### config.mk
export PLATFORM = sky130hd
export DESIGN_NAME = sliding_window_median_filter
export DESIGN_NICKNAME = d
export VERILOG_FILES = /design/src/swmf_pkg.sv /design/src/swmf_cell.sv /design/src/sliding_window_median_filter.sv
export SDC_FILE = /design/constraint.sdc
export NUM_CORES = 1
export LEC_CHECK = 0
export ABC_AREA = 1
export BUFFER_PORTS_ARGS = -buffer_cell sky130_fd_sc_hd__buf_2
export CAP_MARGIN = 20
export CORE_MARGIN = 1
export CORE_UTILIZATION = 50
export DETAILED_ROUTE_END_ITERATION = 16
export PLACE_DENSITY = 0.66
export REMOVE_ABC_BUFFERS = 1
export SLEW_MARGIN = 15
export SYNTH_ARGS = -nofsm -noshare
export SYNTH_HDL_FRONTEND = slang
export SYNTH_SLANG_ARGS = --single-unit
export TNS_END_PERCENT = 1
### constraint.sdc
create_clock -name aclk -period 4.4 [get_ports aclk]
set_input_delay 0.44 -clock aclk [delete_from_list [all_inputs] [get_ports aclk]]
set_output_delay 0.44 -clock aclk [all_outputs]
set_load 0.01 [all_outputs]
### src/swmf_pkg.sv
// ============================================================================
// swmf_pkg: shared types and constants for the running median filter
// Sample width, default window size and the link word passed between the
// neighboring cells of the sorted chain.
// ============================================================================
package swmf_pkg;

    // Width of one light sample and of one result word.
    localparam int SAMPLE_W = 8;

    // Default number of samples held in the window.
    localparam int WINDOW_DEFAULT = 8;

    typedef logic [SAMPLE_W-1:0] sample_t;

    // What one cell shows its neighbors: its stored value and whether that
    // value is greater than the incoming sample.
    typedef struct packed {
        sample_t value;
        logic    gt;
    } cell_link_t;

    // Links presented at the two ends of the chain. The low end acts as a
    // value below every sample, the high end as a value above every sample.
    localparam cell_link_t LINK_LOW_END  = '{value: '0, gt: 1'b0};
    localparam cell_link_t LINK_HIGH_END = '{value: '0, gt: 1'b1};

endpackage : swmf_pkg

### src/swmf_cell.sv
// ============================================================================
// swmf_cell: one cell of the sorted insertion chain
// Holds one window sample with its age. On each accepted word the cell takes
// its own value, its neighbor's value or the new sample, so that the chain
// drops the oldest sample, inserts the new one and stays sorted.
// ============================================================================
module swmf_cell
    import swmf_pkg::*;
#(
    parameter int WINDOW = WINDOW_DEFAULT,
    parameter int AGE_W  = 3,
    parameter int INDEX  = 0
) (
    input  logic             aclk,
    input  logic             aresetn,
    input  logic             load,
    input  sample_t          sample,
    input  cell_link_t       left_link,
    input  logic [AGE_W-1:0] left_age,
    input  logic             left_evict_le,
    input  cell_link_t       right_link,
    input  logic [AGE_W-1:0] right_age,
    input  logic             self_evict_le,
    output cell_link_t       self_link,
    output logic [AGE_W-1:0] self_age,
    output logic             evict,
    output sample_t          value_next
);

    sample_t          value_reg;
    logic [AGE_W-1:0] age_reg;
    logic [AGE_W-1:0] age_next;

    logic             gr_self;
    logic             gr_left;
    sample_t          r_self_value;
    sample_t          r_left_value;
    logic [AGE_W-1:0] r_self_age;
    logic [AGE_W-1:0] r_left_age;

    // Local view shown to the neighbors.
    assign self_link.value = value_reg;
    assign self_link.gt    = (value_reg > sample);
    assign self_age        = age_reg;
    assign evict           = (age_reg == AGE_W'(WINDOW - 1));

    // Entries of the list once the oldest sample is taken out: at or above
    // the evicted place every entry moves down by one.
    always_comb begin
        r_self_value = self_evict_le ? right_link.value : value_reg;
        r_self_age   = self_evict_le ? right_age        : age_reg;
        gr_self      = self_evict_le ? right_link.gt    : self_link.gt;
        r_left_value = left_evict_le ? value_reg        : left_link.value;
        r_left_age   = left_evict_le ? age_reg          : left_age;
        gr_left      = left_evict_le ? self_link.gt     : left_link.gt;
    end

    // Insert the new sample where the remaining list first exceeds it.
    always_comb begin
        if (!gr_self) begin
            value_next = r_self_value;
            age_next   = r_self_age + AGE_W'(1);
        end else if (!gr_left) begin
            value_next = sample;
            age_next   = '0;
        end else begin
            value_next = r_left_value;
            age_next   = r_left_age + AGE_W'(1);
        end
    end

    // Reset gives a window of zeros with distinct ages in cell order.
    always_ff @(posedge aclk) begin
        if (!aresetn) begin
            value_reg <= '0;
            age_reg   <= AGE_W'(INDEX);
        end else if (load) begin
            value_reg <= value_next;
            age_reg   <= age_next;
        end
    end

endmodule : swmf_cell

### src/sliding_window_median_filter.sv
// ============================================================================
// sliding_window_median_filter: running median over the last WINDOW samples
// A sorted chain of cells drops the oldest sample and inserts the new one on
// every accepted word; the median is read from the middle cells.
// ============================================================================
//
//  Channel  Ports                        Direction  Word
//  -------  ---------------------------  ---------  --------------------------
//  input    s_valid s_ready s_sample     in         one 8-bit light sample
//  result   m_valid m_ready              out        one 8-bit median value
//           m_median_value
//
// One word is accepted per cycle while s_ready is high; its median appears
// in the output register on the next cycle.
// The cell chain update and the middle-pair add are combinational logic in
// front of the output register.
// After reset the window holds WINDOW zeros and no result is pending.
// A stalled result holds the input side only while the output register is
// full and m_ready is low.
//
module sliding_window_median_filter
    import swmf_pkg::*;
#(
    parameter int WINDOW = WINDOW_DEFAULT
) (
    input  logic    aclk,
    input  logic    aresetn,
    input  logic    s_valid,
    output logic    s_ready,
    input  sample_t s_sample,
    output logic    m_valid,
    input  logic    m_ready,
    output sample_t m_median_value
);

    localparam int AGE_W = (WINDOW > 1) ? $clog2(WINDOW) : 1;
    localparam int MID   = WINDOW / 2;

    logic             load;
    cell_link_t       link     [WINDOW];
    logic [AGE_W-1:0] age      [WINDOW];
    sample_t          val_next [WINDOW];
    logic [WINDOW-1:0] evict_vec;
    logic [WINDOW-1:0] evict_le;

    sample_t median_next;
    logic    m_valid_reg;
    logic    m_valid_next;
    sample_t m_median_value_reg;

    // Input is taken whenever the output register is free or being emptied.
    assign s_ready = !m_valid_reg || m_ready;
    assign load    = s_valid && s_ready;

    // Chain of cells, each linked to its two neighbors.
    for (genvar i = 0; i < WINDOW; i++) begin : g_cell
        cell_link_t       left_link;
        logic [AGE_W-1:0] left_age;
        logic             left_evict_le;
        cell_link_t       right_link;
        logic [AGE_W-1:0] right_age;

        // Marks the cells at or above the one holding the oldest sample.
        assign evict_le[i] = |evict_vec[i:0];

        if (i == 0) begin : g_low
            assign left_link     = LINK_LOW_END;
            assign left_age      = '0;
            assign left_evict_le = 1'b0;
        end else begin : g_mid_low
            assign left_link     = link[i-1];
            assign left_age      = age[i-1];
            assign left_evict_le = evict_le[i-1];
        end

        if (i == WINDOW - 1) begin : g_high
            assign right_link = LINK_HIGH_END;
            assign right_age  = '0;
        end else begin : g_mid_high
            assign right_link = link[i+1];
            assign right_age  = age[i+1];
        end

        swmf_cell #(
            .WINDOW (WINDOW),
            .AGE_W  (AGE_W),
            .INDEX  (i)
        ) u_cell (
            .aclk          (aclk),
            .aresetn       (aresetn),
            .load          (load),
            .sample        (s_sample),
            .left_link     (left_link),
            .left_age      (left_age),
            .left_evict_le (left_evict_le),
            .right_link    (right_link),
            .right_age     (right_age),
            .self_evict_le (evict_le[i]),
            .self_link     (link[i]),
            .self_age      (age[i]),
            .evict         (evict_vec[i]),
            .value_next    (val_next[i])
        );
    end

    // Median of the updated window: the middle cell, or the floor mean of
    // the middle pair for an even window.
    if ((WINDOW % 2) == 0) begin : g_even
        logic [SAMPLE_W:0] pair_sum;
        assign pair_sum    = {1'b0, val_next[MID-1]} + {1'b0, val_next[MID]};
        assign median_next = pair_sum[SAMPLE_W:1];
    end else begin : g_odd
        assign median_next = val_next[MID];
    end

    // Output register valid control.
    always_comb begin
        if (load) begin
            m_valid_next = 1'b1;
        end else if (m_ready) begin
            m_valid_next = 1'b0;
        end else begin
            m_valid_next = m_valid_reg;
        end
    end

    always_ff @(posedge aclk) begin
        if (!aresetn) begin
            m_valid_reg <= 1'b0;
        end else begin
            m_valid_reg <= m_valid_next;
        end
    end

    // Result word, loaded with each accepted sample.
    always_ff @(posedge aclk) begin
        if (load) begin
            m_median_value_reg <= median_next;
        end
    end

    assign m_valid        = m_valid_reg;
    assign m_median_value = m_median_value_reg;

`ifndef ASSERT_OFF
    // Exactly one cell holds the oldest sample at all times.
    a_one_oldest: assert property (@(posedge aclk) disable iff (!aresetn)
        $onehot(evict_vec))
        else $error("oldest-sample marker is not one-hot");

    // An accepted sample always leaves a result in the output register.
    a_accept_gives_result: assert property (@(posedge aclk) disable iff (!aresetn)
        load |=> m_valid)
        else $error("accepted sample produced no result");

    // The input side stalls only behind a held result.
    a_stall_cause: assert property (@(posedge aclk) disable iff (!aresetn)
        !s_ready |-> (m_valid_reg && !m_ready))
        else $error("input stalled without a held result");
`endif

endmodule : sliding_window_median_filter
==> reports/results.tsv <==
stage	metric	value	unit
global_route	met1 GRT Util	40.4	%
sta	setup TNS	0	ns
detailed_routing	total number of vias	7676	
global_route	met3 Track Usage GR	5.86	%
sta	max-slew violations	0	
sta	final worst slack	0.785	ns
outcome	outcome	finished clean	
power_and_ir_drop	Leakage	3.78	nW
clocking	Post-CTS Hold Fix Bufs	0	
yosys	register area share after synthesis	26.0	%
floorplanning	Die W	127	um
detailed_routing	Vias/cell	5.82	
sta	Worst slew margin	42.9	%
setup_path	crit-path max FO	28	
clocking	cts repair resizes	0	
yosys	synth top area cells	dfxtp_1, nand2_1, ha_1	
power_and_ir_drop	Comb pwr share	45.6	%
sta	Tmin final	3.62	ns
yosys	Synth Area in Simple Gates	22.6	%
final_layout	commonest non-fill, non-tap cell in the layout	nand2_1	
min_path	Worst Hold Launch	m_ready	
final_layout	post-layout util	54.4	%
place	gpl congestion	0.919	
floorplanning	# IOs	22	
clocking	Clock Latency Late Sink	0.36	ns
global_route	gr ovfl total	0	
power_and_ir_drop	Clock power frac	22.0	%
final_layout	area delta synth->final	6.10	%
setup_path	Worst Setup End Kind	register	
sta	worst-margin pin slew	0.855	ns
setup_path	Worst setup SP type	primary input	
floorplanning	die height	127	um
final_layout	layout cells sized above 1	9.01	%
setup_path	worst path arrival time	3.73	ns
final_layout	fillers	1548	
yosys	main combinational cell family by area after synthesis	compound AO/OA/AOI/OAI gates	
clocking	Clk pin slew, worst setup/hold paths	0.07	ns
global_route	GRT Total Usage	30.5	%
power_and_ir_drop	Net Switching	1.55	mW
setup_path	Worst Path Required	4.51	ns
power_and_ir_drop	Reg power frac	32.4	%
final_layout	max FFs per register	64	
yosys	cell count after synthesis	1142	
yosys	mux cell area share after synthesis	2.33	%
setup_path	R2R depth	18	
setup_path	Critical R2R Launch	g_cell[1].u_cell.self_age[1]$_SDFFE_PN0P_	
floorplanning	# rows	45	
yosys	Yosys reg bits	97	
yosys	Synth Area in XOR/XNOR	1.12	%
min_path	WHS Path Cells	4	
final_layout	fin nets	1219	
yosys	Yosys warnings	0	
sta	RSZ-0062 raised after global routing	false	
detailed_routing	DR iter-0 viols	704	
clocking	setup bufs post-CTS	0	
clocking	H-tree Lvls	3	
global_route	initial antenna violation count	0	
power_and_ir_drop	Peak supply drop	0.340	mV
power_and_ir_drop	Internal	2.05	mW
clocking	CTS tree	done	
setup_path	crit path launch	s_sample[7]	
detailed_routing	Total Wirelength	23500	um
yosys	mean post-synth cell area	6.82	sq um
final_layout	Ant. Diodes	0	
global_route	M2 GR Usage	50.8	%
clocking	CTS Buffer Depth	2	
yosys	Synth top area share	22.9	%
detailed_routing	drt pass-1 iters	5	
clocking	CTS Buf Count	9	
sta	# setup viols final	0	
place	post-place setup slack	0.495	ns
yosys	Post-synth EDFFs	8	
min_path	Hold Path Class	primary input to register	
floorplanning	area of the die	16100	sq um
sta	Final Cycle Share	82.2	%
yosys	synth unique cells	49	
yosys	leading area contributor after synthesis	dfxtp_1	
sta	Hold Vio Cnt, Final	0	
floorplanning	Initial Utilization	51.2	%
yosys	Synth Flop Type	dfxtp_1	
power_and_ir_drop	sw frac	43.1	%
global_route	gr busiest metal	met2	
job	Max-cap violations	0	
detailed_routing	routed length per instance	17.8	um
clocking	root buf cell	clkbuf_16	
yosys	adder-cell area share of the yosys netlist	12.8	%
clocking	Clock Sinks	97	
yosys	Compound-Gate Fraction of Synth Area	25.4	%
final_layout	commonest non-fill, non-tap cells in the layout	nand2_1, o21ai_0, inv_1	
yosys	ys async rst share	0	%
detailed_routing	ANT nets after route	0	
place	port bufs	21	
global_route	largest net degree at the start of global routing	64	
global_route	first-pass GRT wire length	38300	um
place	DP HPWL	16900	um
setup_path	crit path kind	primary input to register	
power_and_ir_drop	Power Dens Cells	435	nW/um^2
sta	clk_skew	0.00478	ns
sta	FMAX	277	MHz
detailed_routing	DRC	0	
yosys	Cell Area, Synth	7790	sq um
global_route	vias in the first global route	7259	
floorplanning	core area	15200	sq um
layout make-up:
class	count	area (sq um)	area share, %
repair buffers	41	268	3.24
multi-input cells	859	5010	60.6
clock buffers	12	236	2.86
well taps	188	235	2.85
flip-flops and latches	97	2020	24.5
inverters	120	454	5.50
clock inverters	3	42.5	0.515
layer usage:
metal / up-vias / wire [um]
li1: 3863 / -
met1: 3545 / 10800
met2: 233 / 10800
met3: 35 / 1520
met4: 0 / 404
met5: - / 0
cells by family after synthesis:
kind of cell,after synthesis
AO/OA/AOI/OAI,348
XOR/XNOR,10
adder cells (fa/ha/maj),79
buffers and inverters,186
flip-flops,97
multiplexers,18
AND/OR/NAND/NOR,404
critical path, stage by stage:
cell      delay (ns)
buf_2           0.21
inv_1           0.23
ha_1            0.36
nand2_1         0.07
nor2_1          0.21
nand2_1         0.08
nand2_1         0.11
nand3_2         0.12
nand2_2         0.08
buf_4           0.30
nand2_1         0.09
o211ai_1        0.09
o21ai_0         0.17
ha_1            0.42
a21oi_1         0.27
o21ai_0         0.11
a21oi_1         0.18
nand2_1         0.08
nand2_1         0.06
nand2_1         0.05
path summary, 6_finish.rpt:
check / slack [ns] / end
max: 0.78 / m_median_value[6]$_DFFE_PP_
min: 0.41 / m_valid$_SDFFE_PN0P_
max reg2reg: 0.97 / m_median_value[6]$_DFFE_PP_
min reg2reg: 0.47 / g_cell[0].u_cell.value_reg[0]$_SDFFE_PN0P_
Yosys cell counts (all sizes together), types with 9 or more instances:
cell type	n
a21oi	86
a31oi	43
buf	25
clkbuf	41
dfxtp	89
ha	78
inv	118
mux2i	17
nand2	279
nand3	49
nor2	49
o211ai	44
o21ai	154
o22ai	9
or2	19
power groups by stage:
stage                     sequential, mW  combinational, mW  clock [mW]
after floorplan                     1.15               1.14           0
after global placement              1.18               1.61           0
after detailed placement            1.18               1.62           0
after CTS                           1.16               1.63       0.800
after global routing                1.18               1.85       0.836
final                               1.16               1.64       0.792
stage by stage:
stage	total power [mW]	hold WS, ns	cell area [sq um]	cells
after global routing	3.87	0.413	8270	1320
after global placement	2.79	0.459	7990	1305
after detailed placement	2.80	0.461	7990	1305
after floorplan	2.29	0.445	7480	1076
after CTS	3.59	0.394	8270	1320
final	3.60	0.407	8270	1320
(Power assumes the default switching activity.)
